**src/afr_pkg.sv**
```systemverilog
// ----------------------------------------------------------------------------
// afr_pkg
// shared codes and field widths of the addressed frame receiver
// ----------------------------------------------------------------------------
package afr_pkg;

  localparam int unsigned BYTE_W  = 8;
  localparam int unsigned FUNC_W  = 2;
  localparam int unsigned INDEX_W = 6;
  localparam int unsigned COUNT_W = 6;
  localparam int unsigned FLAG_W  = 2;
  localparam int unsigned CFG_W   = 2;

  typedef enum logic [FUNC_W-1:0] {
    FUNC_RECV    = 2'd0,
    FUNC_READ    = 2'd1,
    FUNC_RELEASE = 2'd2,
    FUNC_NONE    = 2'd3
  } func_t;

  typedef enum logic [FLAG_W-1:0] {
    FLAG_NONE = 2'd0,
    FLAG_HELD = 2'd1,
    FLAG_BUSY = 2'd2,
    FLAG_RSVD = 2'd3
  } flag_t;

  typedef enum logic [CFG_W-1:0] {
    REG_SYNC_BYTE   = 2'd0,
    REG_DEVICE_ADDR = 2'd1,
    REG_END_FIRST   = 2'd2,
    REG_END_SECOND  = 2'd3
  } reg_index_t;

endpackage

```
**src/afr_cfg_if.sv**
```systemverilog
// ----------------------------------------------------------------------------
// afr_cfg_if
// configuration write channel: register index and data
// ----------------------------------------------------------------------------
interface afr_cfg_if;
  logic                            valid;
  logic                            ready;
  logic [afr_pkg::CFG_W-1:0]       index;
  logic [afr_pkg::BYTE_W-1:0]      data;

  modport source (output valid, output index, output data, input ready);
  modport sink (input valid, input index, input data, output ready);
endinterface

```
**src/afr_req_if.sv**
```systemverilog
// ----------------------------------------------------------------------------
// afr_req_if
// request channel: receive, read or release transaction
// ----------------------------------------------------------------------------
interface afr_req_if;
  logic                            valid;
  logic                            ready;
  logic [afr_pkg::FUNC_W-1:0]      func;
  logic [afr_pkg::BYTE_W-1:0]      data_byte;
  logic [afr_pkg::INDEX_W-1:0]     read_index;

  modport source (output valid, output func, output data_byte, output read_index,
                  input ready);
  modport sink (input valid, input func, input data_byte, input read_index,
                output ready);
endinterface

```
**src/afr_rsp_if.sv**
```systemverilog
// ----------------------------------------------------------------------------
// afr_rsp_if
// result channel: frame status, read byte and stored count
// ----------------------------------------------------------------------------
interface afr_rsp_if;
  logic                            valid;
  logic                            ready;
  logic [afr_pkg::FLAG_W-1:0]      frame_status;
  logic [afr_pkg::BYTE_W-1:0]      read_byte;
  logic [afr_pkg::COUNT_W-1:0]     stored_count;

  modport source (output valid, output frame_status, output read_byte,
                  output stored_count, input ready);
  modport sink (input valid, input frame_status, input read_byte,
                input stored_count, output ready);
endinterface

```
**src/afr_ram.sv**
```systemverilog
// ----------------------------------------------------------------------------
// afr_ram
// generic simple dual port ram, one write port, registered read port
// ----------------------------------------------------------------------------
module afr_ram #(
  parameter int unsigned WIDTH = 8,
  parameter int unsigned DEPTH = 35
) (
  input  logic                     clk,
  input  logic                     wr_en,
  input  logic [$clog2(DEPTH)-1:0] wr_addr,
  input  logic [WIDTH-1:0]         wr_data,
  input  logic                     rd_en,
  input  logic [$clog2(DEPTH)-1:0] rd_addr,
  output logic [WIDTH-1:0]         rd_data
);

  logic [WIDTH-1:0] mem [DEPTH];

  always_ff @(posedge clk) begin
    if (wr_en) begin
      mem[wr_addr] <= wr_data;
    end
    if (rd_en) begin
      rd_data <= mem[rd_addr];
    end
  end

endmodule

```
**src/addressed_frame_receiver_unit.sv**
```systemverilog
// ----------------------------------------------------------------------------
// addressed_frame_receiver_unit
// parses addressed serial frames into a byte store and answers reads
// ----------------------------------------------------------------------------
// channels: cfg writes one of four registers (sync, device address, two
// terminator bytes); it is always ready. req carries one transaction per
// item: receive a byte, read a stored byte, or release a held frame. rsp
// returns one result per request: frame status, read byte, stored count.
// timing: a request's result is offered on rsp in the cycle after it is
// taken. throughput: one request per cycle while rsp is not stalled; the
// parser state update is one combinational step and the byte store is a
// ram with one write and one registered read port; only receives write
// it, only reads use its data. the read data sits in the ram output register,
// which only loads when a request is taken, so it holds while rsp is stalled.
// stall: rsp has a single output register; req.ready follows rsp.ready when
// that register is full, so a stalled receiver stalls requests in place.
// reset: parser waits for sync, no frame, count zero, registers to defaults.
// the store itself is not cleared; only bytes of the current frame are read.
// ----------------------------------------------------------------------------
module addressed_frame_receiver_unit #(
  parameter int unsigned MAX_DATA = 32
) (
  input  logic         clk,
  input  logic         rst,
  afr_cfg_if.sink      cfg,
  afr_req_if.sink      req,
  afr_rsp_if.source    rsp
);

  localparam int unsigned STORE_DEPTH = MAX_DATA + 3;
  localparam int unsigned AW          = $clog2(STORE_DEPTH);
  localparam int unsigned DL_W        = $clog2(MAX_DATA);
  localparam logic [afr_pkg::COUNT_W-1:0] DEPTH_C = afr_pkg::COUNT_W'(STORE_DEPTH);
  localparam logic [afr_pkg::BYTE_W-1:0]  MAX_C   = afr_pkg::BYTE_W'(MAX_DATA);

  typedef enum logic [2:0] {
    ST_SYNC = 3'd0,
    ST_ADDR = 3'd1,
    ST_CMND = 3'd2,
    ST_LEN  = 3'd3,
    ST_DATA = 3'd4,
    ST_CHS  = 3'd5,
    ST_END0 = 3'd6,
    ST_END1 = 3'd7
  } parse_t;

  // configuration registers
  logic [afr_pkg::BYTE_W-1:0] sync_byte;
  logic [afr_pkg::BYTE_W-1:0] device_address;
  logic [afr_pkg::BYTE_W-1:0] end_byte_first;
  logic [afr_pkg::BYTE_W-1:0] end_byte_second;

  // parser state
  parse_t                      parse_state, parse_state_next;
  afr_pkg::flag_t              frame_flag, frame_flag_next;
  logic [afr_pkg::BYTE_W-1:0]  running_xor, running_xor_next;
  logic [DL_W-1:0]             data_left, data_left_next, data_left_dec;
  logic [afr_pkg::COUNT_W-1:0] write_count, write_count_next, write_base;

  // result register
  logic                        out_valid;
  afr_pkg::flag_t              status_q;
  logic [afr_pkg::COUNT_W-1:0] count_q;
  logic                        hit_q;

  logic                        req_fire;
  logic                        store_en;
  logic                        read_hit;
  logic                        ram_we;
  logic [AW-1:0]               ram_waddr;
  logic [afr_pkg::BYTE_W-1:0]  ram_rdata;
  afr_pkg::func_t              func;
  logic [afr_pkg::BYTE_W-1:0]  c;

  assign cfg.ready = 1'b1;
  assign req.ready = !out_valid || rsp.ready;
  assign req_fire  = req.valid && req.ready;
  assign func      = afr_pkg::func_t'(req.func);
  assign c         = req.data_byte;
  assign data_left_dec = (data_left != '0) ? data_left - 1'b1 : '0;

  always_ff @(posedge clk) begin
    if (rst) begin
      sync_byte       <= 8'd32;
      device_address  <= 8'd0;
      end_byte_first  <= 8'd13;
      end_byte_second <= 8'd10;
    end else if (cfg.valid) begin
      unique case (afr_pkg::reg_index_t'(cfg.index))
        afr_pkg::REG_SYNC_BYTE:   sync_byte       <= cfg.data;
        afr_pkg::REG_DEVICE_ADDR: device_address  <= cfg.data;
        afr_pkg::REG_END_FIRST:   end_byte_first  <= cfg.data;
        afr_pkg::REG_END_SECOND:  end_byte_second <= cfg.data;
        default: ;
      endcase
    end
  end

  always_comb begin
    parse_state_next = parse_state;
    frame_flag_next  = frame_flag;
    running_xor_next = running_xor;
    data_left_next   = data_left;
    write_count_next = write_count;
    write_base       = write_count;
    store_en         = 1'b0;
    ram_we           = 1'b0;
    ram_waddr        = write_count[AW-1:0];
    if (req_fire) begin
      unique case (func)
        afr_pkg::FUNC_RECV: begin
          if (frame_flag != afr_pkg::FLAG_HELD) begin
            unique case (parse_state)
              ST_SYNC: begin
                if (c == sync_byte) parse_state_next = ST_ADDR;
              end
              ST_ADDR: begin
                if (c == device_address) begin
                  write_base       = '0;
                  store_en         = 1'b1;
                  parse_state_next = ST_CMND;
                end else begin
                  parse_state_next = ST_SYNC;
                end
              end
              ST_CMND: begin
                running_xor_next = c;
                store_en         = 1'b1;
                parse_state_next = ST_LEN;
                frame_flag_next  = afr_pkg::FLAG_BUSY;
              end
              ST_LEN: begin
                running_xor_next = running_xor ^ c;
                data_left_next   = c[DL_W-1:0];
                store_en         = 1'b1;
                if (c == '0) begin
                  parse_state_next = ST_CHS;
                end else if (c < MAX_C) begin
                  parse_state_next = ST_DATA;
                end else begin
                  parse_state_next = ST_SYNC;
                  frame_flag_next  = afr_pkg::FLAG_NONE;
                end
              end
              ST_DATA: begin
                running_xor_next = running_xor ^ c;
                store_en         = 1'b1;
                data_left_next   = data_left_dec;
                if (data_left_dec == '0) parse_state_next = ST_CHS;
              end
              ST_CHS: begin
                store_en         = 1'b1;
                parse_state_next = (c == running_xor) ? ST_END0 : ST_SYNC;
              end
              ST_END0: begin
                parse_state_next = (c == end_byte_first) ? ST_END1 : ST_SYNC;
              end
              ST_END1: begin
                frame_flag_next  = (c == end_byte_second) ? afr_pkg::FLAG_HELD
                                                          : afr_pkg::FLAG_NONE;
                parse_state_next = ST_SYNC;
              end
              default: parse_state_next = ST_SYNC;
            endcase
          end
        end
        afr_pkg::FUNC_RELEASE: begin
          if (frame_flag == afr_pkg::FLAG_HELD) frame_flag_next = afr_pkg::FLAG_NONE;
        end
        default: ;
      endcase
    end
    if (store_en) begin
      write_count_next = write_base;
      if (write_base < DEPTH_C) begin
        ram_we           = 1'b1;
        ram_waddr        = write_base[AW-1:0];
        write_count_next = write_base + 1'b1;
      end
    end
  end

  // a read never shares a cycle with a write, so no forwarding is needed
  assign read_hit = (func == afr_pkg::FUNC_READ) &&
                    ({{(afr_pkg::COUNT_W-afr_pkg::INDEX_W){1'b0}}, req.read_index}
                     < write_count);

  always_ff @(posedge clk) begin
    if (rst) begin
      parse_state <= ST_SYNC;
      frame_flag  <= afr_pkg::FLAG_NONE;
      running_xor <= '0;
      data_left   <= '0;
      write_count <= '0;
      out_valid   <= 1'b0;
    end else begin
      parse_state <= parse_state_next;
      frame_flag  <= frame_flag_next;
      running_xor <= running_xor_next;
      data_left   <= data_left_next;
      write_count <= write_count_next;
      if (req_fire) begin
        out_valid <= 1'b1;
      end else if (rsp.ready) begin
        out_valid <= 1'b0;
      end
    end
  end

  always_ff @(posedge clk) begin
    if (req_fire) begin
      status_q <= frame_flag_next;
      count_q  <= write_count_next;
      hit_q    <= read_hit;
    end
  end

  afr_ram #(
    .WIDTH (afr_pkg::BYTE_W),
    .DEPTH (STORE_DEPTH)
  ) u_store (
    .clk     (clk),
    .wr_en   (ram_we),
    .wr_addr (ram_waddr),
    .wr_data (c),
    .rd_en   (req_fire),
    .rd_addr (req.read_index[AW-1:0]),
    .rd_data (ram_rdata)
  );

  assign rsp.valid        = out_valid;
  assign rsp.frame_status = status_q;
  assign rsp.stored_count = count_q;
  assign rsp.read_byte    = hit_q ? ram_rdata : '0;

`ifndef SYNTH
  a_count_bound: assert property (@(posedge clk) disable iff (rst)
    write_count <= DEPTH_C)
    else $error("stored count beyond store depth");

  a_held_frozen: assert property (@(posedge clk) disable iff (rst)
    req_fire && func == afr_pkg::FUNC_RECV && frame_flag == afr_pkg::FLAG_HELD
    |=> $stable(write_count) && $stable(parse_state) && frame_flag == afr_pkg::FLAG_HELD)
    else $error("held frame changed by a received byte");

  a_release: assert property (@(posedge clk) disable iff (rst)
    req_fire && func == afr_pkg::FUNC_RELEASE |=> frame_flag != afr_pkg::FLAG_HELD)
    else $error("frame still held after release");

  a_result_status: assert property (@(posedge clk) disable iff (rst)
    req_fire |=> out_valid && status_q == frame_flag && count_q == write_count)
    else $error("result does not match updated state");
`endif

endmodule

```
**src/flat_wrapper.sv**
```systemverilog
// flat-port wrapper written by rule: the top's interface ports become plain ports
module addressed_frame_receiver_unit_flat 
#(
  parameter int unsigned MAX_DATA = 32
)
  (clk, rst, cfg_valid, cfg_index, cfg_data, cfg_ready, req_valid, req_func, req_data_byte, req_read_index, req_ready, rsp_valid, rsp_frame_status, rsp_read_byte, rsp_stored_count, rsp_ready);
  afr_cfg_if cfg_i ();
  afr_req_if req_i ();
  afr_rsp_if rsp_i ();
  input  logic clk;
  input  logic rst;
  input wire logic [$bits(cfg_i.valid)-1:0] cfg_valid;
  input wire logic [$bits(cfg_i.index)-1:0] cfg_index;
  input wire logic [$bits(cfg_i.data)-1:0] cfg_data;
  output wire logic [$bits(cfg_i.ready)-1:0] cfg_ready;
  input wire logic [$bits(req_i.valid)-1:0] req_valid;
  input wire logic [$bits(req_i.func)-1:0] req_func;
  input wire logic [$bits(req_i.data_byte)-1:0] req_data_byte;
  input wire logic [$bits(req_i.read_index)-1:0] req_read_index;
  output wire logic [$bits(req_i.ready)-1:0] req_ready;
  output wire logic [$bits(rsp_i.valid)-1:0] rsp_valid;
  output wire logic [$bits(rsp_i.frame_status)-1:0] rsp_frame_status;
  output wire logic [$bits(rsp_i.read_byte)-1:0] rsp_read_byte;
  output wire logic [$bits(rsp_i.stored_count)-1:0] rsp_stored_count;
  input wire logic [$bits(rsp_i.ready)-1:0] rsp_ready;
  assign cfg_i.valid = cfg_valid;
  assign cfg_i.index = cfg_index;
  assign cfg_i.data = cfg_data;
  assign cfg_ready = cfg_i.ready;
  assign req_i.valid = req_valid;
  assign req_i.func = req_func;
  assign req_i.data_byte = req_data_byte;
  assign req_i.read_index = req_read_index;
  assign req_ready = req_i.ready;
  assign rsp_valid = rsp_i.valid;
  assign rsp_frame_status = rsp_i.frame_status;
  assign rsp_read_byte = rsp_i.read_byte;
  assign rsp_stored_count = rsp_i.stored_count;
  assign rsp_i.ready = rsp_ready;
  addressed_frame_receiver_unit #(.MAX_DATA(MAX_DATA)) u_core (.clk(clk), .rst(rst), .cfg(cfg_i), .req(req_i), .rsp(rsp_i));
endmodule
```
**config.mk**
```make
export PLATFORM = sky130hd
export DESIGN_NAME = addressed_frame_receiver_unit_flat
export DESIGN_NICKNAME = d
export VERILOG_FILES = /design/src/afr_pkg.sv /design/src/afr_cfg_if.sv /design/src/afr_req_if.sv /design/src/afr_rsp_if.sv /design/src/afr_ram.sv /design/src/addressed_frame_receiver_unit.sv /design/src/flat_wrapper.sv
export SDC_FILE = /design/constraint.sdc
export NUM_CORES = 1
export LEC_CHECK = 0
export BUFFER_PORTS_ARGS = -buffer_cell sky130_fd_sc_hd__buf_2
export CAP_MARGIN = 20
export CORE_MARGIN = 1
export CORE_UTILIZATION = 65
export DETAILED_ROUTE_END_ITERATION = 8
export HOLD_SLACK_MARGIN = 0.08
export PLACE_DENSITY = 0.93
export SETUP_SLACK_MARGIN = 0.05
export SLEW_MARGIN = 20
export SYNTH_ARGS = -nofsm -noshare
export SYNTH_HDL_FRONTEND = slang
export SYNTH_SLANG_ARGS = --single-unit
```
**constraint.sdc**
```tcl
create_clock -name clk -period 9.79 [get_ports clk]
set_input_delay 1.958 -clock clk [delete_from_list [all_inputs] [get_ports clk]]
set_output_delay 1.958 -clock clk [all_outputs]
set_load 0.05 [all_outputs]
```
==> results of run 1 <==
-- power breakdown --
group | switching, mW | internal [mW] | total, mW
logic | 0.120 | 0.0602 | 0.180
registers | 0.00874 | 1.64 | 1.65
clock network | 0.537 | 0.780 | 1.32
total | 0.666 | 2.48 | 3.15
-- final timing paths --
check        cells after the start                              startpoint                                endpoint  slack, ns
max                             12                        req_data_byte[5]     u_core.u_store.mem[11][5]$_DFFE_PP_       3.07
min reg2reg                      2  u_core.end_byte_second[4]$_SDFFE_PP0P_  u_core.end_byte_second[4]$_SDFFE_PP0P_       0.47
min                              2  u_core.end_byte_second[4]$_SDFFE_PP0P_  u_core.end_byte_second[4]$_SDFFE_PP0P_       0.47
max reg2reg                     11           u_core.rsp.valid$_SDFFE_PP0P_     u_core.u_store.mem[11][5]$_DFFE_PP_       4.68
-- tightest hold or removal path: cells and delay by family, from the launching register on --
kind | cells | cell delay, ns
simple gates | 1 | 0.06
compound gates | 1 | 0.05
flops | 1 | 0.32
-- cell families after synthesis --
group | count (synthesis) | share of synthesized area, %
flip-flops | 354 | 69.10
buffers and inverters | 61 | 1.770
other | 1 | 0.02576
XOR/XNOR | 43 | 2.587
adder cells (fa/ha/maj) | 7 | 0.6016
AND/OR/NAND/NOR | 273 | 9.274
AO/OA/AOI/OAI | 121 | 5.054
multiplexers | 88 | 11.59
-- Yosys cell counts, drive strengths merged (3+ instances only) --
cell	n	area, µm²
edfxtp	297	8919
o21a	3	22.52
and3	3	18.77
nor2b	8	57.55
o21ai	40	200.2
nand2b	9	56.30
or3b	3	26.28
nand4	8	50.05
nor4	8	56.30
clkbuf	32	120.1
nor2	84	315.3
a21oi	31	155.2
xor2	26	227.7
and2	8	50.05
ha	7	87.58
buf	20	103.8
o22ai	32	200.2
nand3b	11	82.58
nor3	16	96.35
xnor2	17	148.9
or4	9	67.56
nand3	16	85.08
dfxtp	57	1141
nand2	78	292.8
or3	4	25.02
mux4	64	1441
mux2i	23	230.2
inv	9	33.78
-- layer usage --
metal	track usage, %	share of wire (%)	vias up
li1	-	-	3713
met1	40.72	34	4366
met2	55.32	50	806
met3	5.629	10	160
met4	17.18	5.6	0
met5	0	0	-
-- metrics by stage --
stage	util, %	hold slack [ns]	area [µm²]	std cells	power [mW]
2_1_floorplan	-	0.4481	14560	948	1.793
3_5_place_dp	68.50	0.4617	14990	1233	1.860
4_1_cts	73.50	0.4701	16090	1289	3.142
5_1_grt	73.50	0.4970	16090	1289	3.212
3_3_place_gp	68.50	0.4553	14990	1233	1.851
6_report	73.50	0.4734	16090	1289	3.149
-- flip-flops by register name, summed over array words and instances, names as in the netlist --
signal and cells:
u_core.rsp.stored_count 6, u_core.write_count 6, u_core.u_store.rd_data 8, u_core.data_left 5
u_core.end_byte_second 8, u_core.rsp.valid 1, u_core.rsp.frame_status 2, u_core.u_store.mem 280
u_core.parse_state 3, u_core.hit_q 1, u_core.end_byte_first 8, u_core.device_address 8
u_core.sync_byte 8, u_core.running_xor 8, u_core.frame_flag 2
-- final cells by class --
| type | count | area, µm² | share of cell area (%) |
|---|---|---|---|
| Clock inverter | 17 | 231.5 | 1.439 |
| Sequential cell | 354 | 10060 | 62.52 |
| Clock buffer | 39 | 863.3 | 5.366 |
| Tap cell | 280 | 350.3 | 2.177 |
| Timing Repair Buffer | 57 | 310.3 | 1.929 |
| Multi-Input combinational cell | 533 | 4240 | 26.36 |
| Inverter | 9 | 33.78 | 0.2100 |
==> results by group, run 1 <==
Status
  • Status: finished, final reports clean

Clock network
  • Clk sinks: 354
  • CTS Root Buffer Type: clkbuf_16
  • Post-CTS setup repair buffer count: 0
  • Post-CTS sizing: 0
  • Post-CTS Hold Buffers: 0
  • CTS max path bufs: 3
  • Worst-Skew Late Latency: 0.56 ns
  • Worst-path clk slew: 0.07 ns
  • CTS tree: done
  • H-tree levels: 1
  • CTS Buf Count: 31

Drt
  • Via count: 9,045
  • Post-Route WL: 36,700 µm
  • Routed Antenna Nets: 0
  • DR vias/cell: 7.017
  • DRT iter0 DRCs: 1,259
  • TritonRoute pass-1 iters: 6
  • DR WL/cell: 28.47 µm
  • DR DRC count: 0

Synthesis
  • Syn Inst Count: 948
  • Post-Syn Nets: 986
  • Avg Cell Area, Syn: 15.36 µm²
  • Post-synth ARST share: 0%
  • #FFs+latches synth: 354
  • Post-synthesis sequential area ratio: 69.10%
  • Ys Warns: 0
  • Ys flop type: edfxtp_1
  • Synth cell types: 55
  • Number of synthesized flops with an enable pin: 297
  • Netlist Area Pre-Place: 14,560 µm²

Timing
  • Clock skew: 0.01399 ns
  • Final Slew Violations: 0
  • Achievable Freq: 148.8 MHz
  • Final setup violation count: 0
  • Total negative slack: 0 ns
  • Crit path time final: 6.719 ns
  • Fin crit share: 68.63%
  • Hold Vio Cnt, Final: 0
  • Worst-Margin Slew: 1.068 ns
  • RSZ-0062 raised after global routing: no
  • Post-route worst setup slack: 3.071 ns
  • Slew headroom: 28.81%

Floorplanning
  • FP Rows: 54
  • Chip height: 151.7 µm
  • Die area: 23,000 µm²
  • Initial core utilization: 66.50%
  • Die Span X: 151.7 µm
  • Num ports: 50
  • Core Box Area: 21,890 µm²

Placed design
  • GP Congestion: 0.9125
  • Worst slack, placed: 3.124 ns
  • DPL Wire Length: 21,130 µm
  • # port buffers: 48

Layout
  • Leading cell type in the layout, fill and taps excluded: edfxtp_1
  • Layout cells sized above 1: 18.14%
  • Commonest non-fill, non-tap cells in the layout: 297 x edfxtp_1, 84 x nor2_1, 78 x nand2_1
  • Layout fillers: 1,183
  • Antenna Cells: 0
  • Area Growth Syn to Fin: 10.52%
  • Post-layout nets: 1,024

Worst setup path
  • Worst path bufs/invs: 1
  • Critical path launch point type: primary input
  • Worst stage delay on the critical path: 0.76 ns
  • Crit Path Category: in2reg
  • Req. time, crit path: 9.97 ns
  • Worst setup EP type: flop
  • Max FO, Critical Path: 44
  • Top cell by count, worst path: nor2_1
  • Critical-path top delay cell: nor2_1
  • Worst EP arrival: 6.90 ns
  • Crit-path cells: buf_2, xor2_1, nor4_1, nand3_1, nor2_1, nor2_1, ha_1, nor4_1, nor2_1, a2111oi_4, nand3_1, nor2_1
  • CP delay by family, top: simple AND/OR/NAND/NOR gates

GRT
  • Vias in the first global route: 8,902
  • Global-route wire length before repair: 53,810 µm
  • Remaining global-route overflow: 0
  • Initial antenna violation count: 0
  • Largest net degree at the start of global routing: 82
  • Gr usage total: 32.78%

Pwr
  • Maximum vdd ir drop: 107.1 µV
  • Leak: 5.334 nW
  • Power per standard cell area: 195.7 nW/µm²

Flow run
  • Max-capacitance violation count: 0

Min path
  • Worst Hold Class: reg2reg
(Power assumes the default switching activity.)
==> run 2: changes to the inputs <==
- CORE_UTILIZATION: 65 -> 62
- PLACE_DENSITY: 0.93 -> 0.9
- clock period: 9.79 -> 6.9 ns (I/O delays scaled with it)
==> run 2 against run 1 <==
Compared with the run above: cell count is 3.0% higher; die area is 4.8% higher; total power is 39% higher; clock-buffer cell count is 1 higher.
==> results by group, run 2 (synthesis results as in run 1) <==
Status
  • Status: finished, final reports clean (unchanged)

GRT
  • Gr usage total: 30.39% (was 32.78%)
  • Remaining global-route overflow: 0 (unchanged)
  • Global-route wire length before repair: 52,490 µm (was 53,810 µm)
  • Largest net degree at the start of global routing: 58 (was 82)
  • Initial antenna violation count: 0 (unchanged)
  • Vias in the first global route: 8,369 (was 8,902)

Timing
  • Worst-Margin Slew: 1.072 ns (was 1.068 ns)
  • Achievable Freq: 179.0 MHz
  • Slew headroom: 28.53% (was 28.81%)
  • Final Slew Violations: 0 (unchanged)
  • RSZ-0062 raised after global routing: no (unchanged)
  • Final setup violation count: 0 (unchanged)
  • Clock skew: 0.02181 ns (was 0.01399 ns)
  • Hold Vio Cnt, Final: 0 (unchanged)
  • Crit path time final: 5.586 ns
  • Fin crit share: 80.96%
  • Total negative slack: 0 ns (unchanged)

Drt
  • TritonRoute pass-1 iters: 6 (unchanged)
  • Routed Antenna Nets: 0 (unchanged)
  • DRT iter0 DRCs: 1,216 (was 1,259)
  • DR DRC count: 0 (unchanged)
  • DR WL/cell: 26.71 µm (was 28.47 µm)
  • Via count: 8,766 (was 9,045)
  • Post-Route WL: 35,470 µm (was 36,700 µm)
  • DR vias/cell: 6.601 (was 7.017)

Placed design
  • GP Congestion: 0.9145 (was 0.9125)
  • DPL Wire Length: 21,610 µm (was 21,130 µm)
  • # port buffers: 48 (unchanged)
  • Placed Cells: 1,269 (was 1,233)

Flow run
  • Max-capacitance violation count: 0 (unchanged)

Layout
  • Leading cell type in the layout, fill and taps excluded: edfxtp_1 (unchanged)
  • Layout cells sized above 1: 18.52% (was 18.14%)
  • Antenna Cells: 0 (unchanged)
  • Post-Layout Cell Count: 1,328 (was 1,289)
  • Area Growth Syn to Fin: 10.66% (was 10.52%)
  • Commonest non-fill, non-tap cells in the layout: 297 x edfxtp_1, 84 x nor2_1, 78 x nand2_1 (unchanged)
  • Max reg flops: 280 (unchanged)
  • Post-layout nets: 1,030 (was 1,024)
  • Register name with the most flops: u_core.u_store.mem (unchanged)

Worst setup path
  • Worst stage delay on the critical path: 0.68 ns (was 0.76 ns)
  • Max FO, Critical Path: 9 (was 44)
  • Crit Path Category: in2reg (unchanged)
  • Critical-path top delay cell: nor2_1 (unchanged)
  • Worst path bufs/invs: 1 (unchanged)
  • Worst setup EP type: flop (unchanged)
  • Worst EP arrival: 5.72 ns (was 6.90 ns)
  • Crit-path cells: buf_2, xor2_1, nor3_1, nand3_1, nor2_1, nor2b_1, ha_1, nor4_1, nor2_1, a2111oi_4, nand3_1, nor2_1 (was buf_2, xor2_1, nor4_1, nand3_1, nor2_1, nor2_1, ha_1, nor4_1, nor2_1, a2111oi_4, nand3_1, nor2_1)
  • CP delay by family, top: simple AND/OR/NAND/NOR gates (unchanged)
  • Top cell by count, worst path: nor2_1 (unchanged)
  • Reg2reg setup slack: 1.85 ns (was 4.68 ns)
  • Critical path launch point type: primary input (unchanged)
  • Req. time, crit path: 7.03 ns (was 9.97 ns)

Floorplanning
  • FP Rows: 55 (was 54)
  • Initial core utilization: 63.72% (was 66.50%)
  • Num ports: 50 (unchanged)
  • Die Span X: 155.2 µm (was 151.7 µm)
  • Core Box Area: 22,850 µm² (was 21,890 µm²)
  • Die area: 24,100 µm² (was 23,000 µm²)
  • Chip height: 155.2 µm (was 151.7 µm)

Clock network
  • H-tree levels: 2 (was 1)
  • CTS tree: done (unchanged)
  • Post-CTS Hold Buffers: 0 (unchanged)
  • Clk sinks: 354 (unchanged)
  • Post-CTS setup repair buffer count: 0 (unchanged)
  • CTS Root Buffer Type: clkbuf_16 (unchanged)
  • CTS Buf Count: 34 (was 31)
  • Post-CTS sizing: 0 (unchanged)
  • Worst-Skew Late Latency: 0.52 ns (was 0.56 ns)
  • CTS max path bufs: 3 (unchanged)
  • Worst-path clk slew: 0.06 ns (was 0.07 ns)

Pwr
  • Maximum vdd ir drop: 186.3 µV (was 107.1 µV)
  • Leak: 5.324 nW (was 5.334 nW)
  • Clock power frac: 40.8% (was 41.8%)
  • Sw Share: 21.89% (was 21.16%)
  • Logic pwr share: 5.8% (was 5.7%)
  • Internal power: 3.426 mW (was 2.483 mW)
  • Sequential Power Share: 53.5% (was 52.4%)
  • Net switching power: 960.1 µW (was 666.5 µW)
  • Power per standard cell area: 272.3 nW/µm² (was 195.7 nW/µm²)

Min path
  • Worst Hold Class: reg2reg (unchanged)
run 2: cell count changes in the layout (fill, tap and decap cells not counted), sizes merged:
cell	delta
buf	+3
bufinv	-4
clkbuf	+1
clkinv	+6
run 2: worst reg2reg max path: cells and delay by family, from the launching register on:
| kind | cells | cell delay, ns |
|---|---|---|
| XOR/XNOR | 1 | 0.12 |
| AO/OA/AOI/OAI | 1 | 0.57 |
| adder cells (fa/ha/maj) | 1 | 0.29 |
| AND/OR/NAND/NOR | 8 | 3.22 |
| flip-flops | 1 | 0.49 |
run 2: worst paths after layout:
kind / start / to / depth (start not counted)
worst max register to register: u_core.device_address[2]$_SDFFE_PP0P_ / u_core.u_store.mem[9][1]$_DFFE_PP_ / 11
worst max-delay path: req_data_byte[6] / u_core.u_store.mem[9][1]$_DFFE_PP_ / 12
worst min-delay path: u_core.end_byte_second[7]$_SDFFE_PP0P_ / u_core.end_byte_second[7]$_SDFFE_PP0P_ / 2
worst min register to register: u_core.end_byte_second[7]$_SDFFE_PP0P_ / u_core.end_byte_second[7]$_SDFFE_PP0P_ / 2
run 2: stage by stage:
step,total power [mW],hold slack (ns),setup WS (ns),area [µm²],utilization (%)
floorplan,2.544,0.4481,1.994,14560,-
global placement,2.630,0.4538,1.328,15060,65.91
detailed placement,2.639,0.4598,0.9865,15060,65.91
CTS,4.391,0.4676,1.429,16110,70.51
global route,4.484,0.4862,1.036,16110,70.51
finish,4.386,0.4638,1.314,16110,70.51
run 2: area by class of cell:
cell class	instances	area, µm²
Inverter	9	33.78
Timing Repair Buffer	60	332.8
Fill cell	1399	6738
Clock buffer	40	894.6
Multi-Input combinational cell	533	4240
Tap cell	313	391.6
Sequential cell	354	10060
Clock inverter	19	156.4
run 2: per-layer routing:
| layer | wire, µm | GRT usage, % |
|---|---|---|
| met3 | 3443 | 5.627 |
| met2 | 17490 | 48.99 |
| met1 | 12850 | 40.86 |
| met4 | 1689 | 13.96 |
| met5 | 0 | 0 |
run 2: power by group through the flow:
stage	clock network, mW	registers, mW	logic [mW]
finish	1.79	2.34	0.254
global route	1.87	2.35	0.268
CTS	1.79	2.34	0.252
detailed placement	0	2.39	0.248
global placement	0	2.39	0.240
floorplan	0	2.40	0.148
==> run 3: changes to the inputs <==
- ABC_AREA: unset -> 1
- CORE_UTILIZATION: 62 -> 56
- PLACE_DENSITY: 0.9 -> 0.86
- clock period: 6.9 -> 4.7 ns (I/O delays scaled with it)
==> run 3 against run 2 <==
Compared with the run above: the flow now finishes with violations (DRC); clock-buffer cell count rose by 2; non-clock buffer count rose by 9; critical path depth rose by 3; synthesized cell count rose by 44%; first-iteration DRC count rose by 37%; clock skew fell by 0.0043 ns; cell count rose by 32%; die area rose by 14%; register-to-register slack got worse by 0.89 ns; sequential cell count did not move; critical endpoint is now u_core.u_store.mem[9][5]$_DFFE_PP_.
==> results by group, run 3 <==
Drt
  • DR DRC count: 4 (was 0)
  • Routed Antenna Nets: 0 (unchanged)
  • DR WL/cell: 22.79 µm (was 26.71 µm)
  • DR vias/cell: 6.391 (was 6.601)
  • DRT iter0 DRCs: 1,663 (was 1,216)
  • Via count: 11,220 (was 8,766)
  • Post-Route WL: 39,990 µm (was 35,470 µm)
  • TritonRoute pass-1 iters: 9 (was 6)

Clock network
  • Post-CTS Hold Buffers: 0 (unchanged)
  • H-tree levels: 2 (unchanged)
  • CTS max path bufs: 3 (unchanged)
  • CTS Buf Count: 35 (was 34)
  • Worst-Skew Late Latency: 0.52 ns (about the same)
  • Post-CTS setup repair buffer count: 0 (unchanged)
  • Post-CTS sizing: 0 (unchanged)
  • CTS tree: done (unchanged)
  • Worst-path clk slew: 0.06 ns (about the same)
  • CTS Root Buffer Type: clkbuf_16 (unchanged)
  • Clk sinks: 354 (unchanged)

Floorplanning
  • Die area: 27,590 µm² (was 24,100 µm²)
  • Core Box Area: 26,210 µm² (was 22,850 µm²)
  • Chip height: 166.1 µm (was 155.2 µm)
  • FP Rows: 59 (was 55)
  • Initial core utilization: 57.54% (was 63.72%)
  • Num ports: 50 (unchanged)
  • Die Span X: 166.1 µm (was 155.2 µm)

Pwr
  • Leak: 5.874 nW (was 5.324 nW)
  • Maximum vdd ir drop: 224.0 µV (was 186.3 µV)
  • Power per standard cell area: 402.2 nW/µm² (was 272.3 nW/µm²)
  • Total Power: 6.722 mW (was 4.386 mW)

GRT
  • Initial antenna violation count: 1 (was 0)
  • Vias in the first global route: 10,800 (was 8,369)
  • Largest net degree at the start of global routing: 81 (was 58)
  • Remaining global-route overflow: 0 (unchanged)
  • Global-route wire length before repair: 61,350 µm (was 52,490 µm)
  • Gr usage total: 29.26% (was 30.39%)

Worst setup path
  • Worst EP arrival: 4.10 ns (was 5.72 ns)
  • Critical path launch point type: primary input (unchanged)
  • Top cell by count, worst path: inv_1 (was nor2_1)
  • Crit-path cells: buf_2, inv_1, nand4_1, nor2_4, nand3_4, nand2_2, inv_1, ha_1, inv_1, nand2_1, o311ai_2, nand2_4, inv_4, nand3_2, nor2_1 (was buf_2, xor2_1, nor3_1, nand3_1, nor2_1, nor2b_1, ha_1, nor4_1, nor2_1, a2111oi_4, nand3_1, nor2_1)
  • Req. time, crit path: 4.84 ns (was 7.03 ns)
  • R2R depth: 16 (was 11)
  • Worst setup EP type: flop (unchanged)
  • Worst stage delay on the critical path: 0.60 ns (was 0.68 ns)
  • Critical-path top delay cell: nor2_1 (unchanged)
  • Max FO, Critical Path: 12 (was 9)
  • R2R Path End: u_core.u_store.mem[9][5]$_DFFE_PP_ (was u_core.u_store.mem[9][1]$_DFFE_PP_)
  • CP Launch Point: req_func[1] (was req_data_byte[6])
  • Critical path endpoint: u_core.u_store.mem[9][5]$_DFFE_PP_ (was u_core.u_store.mem[9][1]$_DFFE_PP_)
  • Crit Path Category: in2reg (unchanged)
  • Reg2reg setup slack: 0.96 ns (was 1.85 ns)
  • Worst r2r src: u_core.parse_state[1]$_SDFFE_PP0P_ (was u_core.device_address[2]$_SDFFE_PP0P_)

Min path
  • Hold depth: 2 (unchanged)
  • Worst Hold Class: reg2reg (unchanged)

Layout
  • Area Growth Syn to Fin: 10.84% (was 10.66%)
  • Max reg flops: 280 (unchanged)
  • Commonest non-fill, non-tap cells in the layout: 297 x edfxtp_1, 250 x nor2_1, 217 x o21ai_0 (was 297 x edfxtp_1, 84 x nor2_1, 78 x nand2_1)
  • Layout cells sized above 1: 11.49% (was 18.52%)
  • Post-layout nets: 1,432 (was 1,030)
  • Layout fillers: 1,817 (was 1,399)
  • Leading cell type in the layout, fill and taps excluded: edfxtp_1 (unchanged)
  • Register name with the most flops: u_core.u_store.mem (unchanged)
  • Final instance area: 16,710 µm² (was 16,110 µm²)
  • Post-Layout Cell Count: 1,755 (was 1,328)

Synthesis
  • Number of synthesized flops with an enable pin: 297 (unchanged)
  • Post-synth ARST share: 0% (unchanged)
  • Largest cells by area after synthesis: edfxtp_1 59%, dfxtp_1 7.6%, o21ai_0 7.2% (was edfxtp_1 61%, mux4_2 9.9%, dfxtp_1 7.8%)
  • Post-synthesis sequential area ratio: 66.71% (was 69.10%)
  • Avg Cell Area, Syn: 11.06 µm² (was 15.36 µm²)
  • Largest area contributor in the netlist: edfxtp_1 (unchanged)
  • Most frequent cell after synthesis: edfxtp_1 (unchanged)
  • Ys flop type: edfxtp_1 (unchanged)
  • Commonest cells post-synth: 297 x edfxtp_1, 250 x nor2_1, 217 x o21ai_0 (was 297 x edfxtp_1, 84 x nor2_1, 78 x nand2_1)
  • Post-Syn Nets: 1,402 (was 986)
  • #FFs+latches synth: 354 (unchanged)
  • Ys Warns: 0 (unchanged)
  • Synth cell types: 42 (was 55)
  • Syn Inst Count: 1,364 (was 948)
  • Netlist Area Pre-Place: 15,080 µm² (was 14,560 µm²)
  • Share of the synthesized area in the top cell type: 59.14% (was 61.26%)

Placed design
  • GP Congestion: 1.022 (was 0.9145)
  • DPL Wire Length: 25,340 µm (was 21,610 µm)
  • Placed inst area: 15,550 µm² (was 15,060 µm²)
  • Placed Cells: 1,692 (was 1,269)
  • # port buffers: 48 (unchanged)

Timing
  • Slew headroom: 35.22% (was 28.53%)
  • Fin crit share: 84.27%
  • RSZ-0062 raised after global routing: no (unchanged)
  • Min Hold Slack: 0.4714 ns (was 0.4638 ns)
  • Clock skew: 0.01749 ns (was 0.02181 ns)
  • Achievable Freq: 252.5 MHz
  • Total negative slack: 0 ns (unchanged)
  • Worst-Margin Slew: 0.9707 ns (was 1.072 ns)
  • Hold Vio Cnt, Final: 0 (unchanged)
  • Crit path time final: 3.960 ns
  • Final setup violation count: 0 (unchanged)
  • Final Slew Violations: 0 (unchanged)

Status
  • Failing checks: DRC
  • Status: finished, violations left (was finished, final reports clean)

Flow run
  • Max-capacitance violation count: 0 (unchanged)
==> run 3: layout make-up <==
type | count | area (µm²) | share of cell area [%]
well taps | 335 | 419.2 | 2.508
clock inverters | 20 | 255.2 | 1.527
inverters | 76 | 290.3 | 1.737
flip-flops and latches | 354 | 10060 | 60.18
diodes | 1 | 2.502 | 0.01497
repair buffers | 69 | 400.4 | 2.395
multi-input cells | 858 | 4385 | 26.24
clock buffers | 42 | 902.1 | 5.397
==> run 3: worst min path at each step <==
| stage | slack (ns) | from | end |
|---|---|---|---|
| after CTS | 0.47 | u_core.end_byte_first[4]$_SDFFE_PP0P_ | u_core.end_byte_first[4]$_SDFFE_PP0P_ |
| after detailed placement | 0.46 | u_core.end_byte_first[4]$_SDFFE_PP0P_ | u_core.end_byte_first[4]$_SDFFE_PP0P_ |
| after floorplan | 0.44 | u_core.end_byte_first[4]$_SDFFE_PP0P_ | u_core.end_byte_first[4]$_SDFFE_PP0P_ |
| final | 0.47 | u_core.end_byte_first[4]$_SDFFE_PP0P_ | u_core.end_byte_first[4]$_SDFFE_PP0P_ |
| after global routing | 0.50 | u_core.end_byte_first[0]$_SDFFE_PP1P_ | u_core.end_byte_first[0]$_SDFFE_PP1P_ |
| after global placement | 0.46 | u_core.end_byte_first[4]$_SDFFE_PP0P_ | u_core.end_byte_first[4]$_SDFFE_PP0P_ |
==> run 3: per-layer routing <==
metal	GRT usage, %	part of all wire (%)	vias to the layer above
li1	-	-	4912
met1	36.08	35	5191
met2	48.74	47	934
met3	5.481	12	179
met4	16.58	5.9	0
met5	0	0	-
==> run 3: logic make-up (layout without fill, tap and decap cells) <==
logic type	count (synthesis)	after routing	synth area share, %
XOR/XNOR	32	32	1.859
flip-flops	354	354	66.71
buffers and inverters	152	207	4.207
AND/OR/NAND/NOR	457	457	13.43
AO/OA/AOI/OAI	361	361	13.19
other	1	2	0.02487
adder cells (fa/ha/maj)	7	7	0.5808
==> run 3: critical path, delay by kind of cell <==
family,cells,cell delay (ns)
adder cells (fa/ha/maj),1,0.22
AO/OA/AOI/OAI,1,0.39
AND/OR/NAND/NOR,8,1.86
buffers and inverters,5,0.68
==> run 3: per-stage QoR <==
step	utilization, %	setup WS, ns
2_1_floorplan	-	0.8873
3_3_place_gp	59.35	0.5502
3_5_place_dp	59.35	0.3448
4_1_cts	63.77	0.8471
5_1_grt	63.78	0.5425
6_report	63.78	0.7395
==> run 3: report_power, final <==
group          internal (mW)  switching, mW
registers               3.42         0.0144
clock network           1.70           1.15
logic                  0.110          0.325
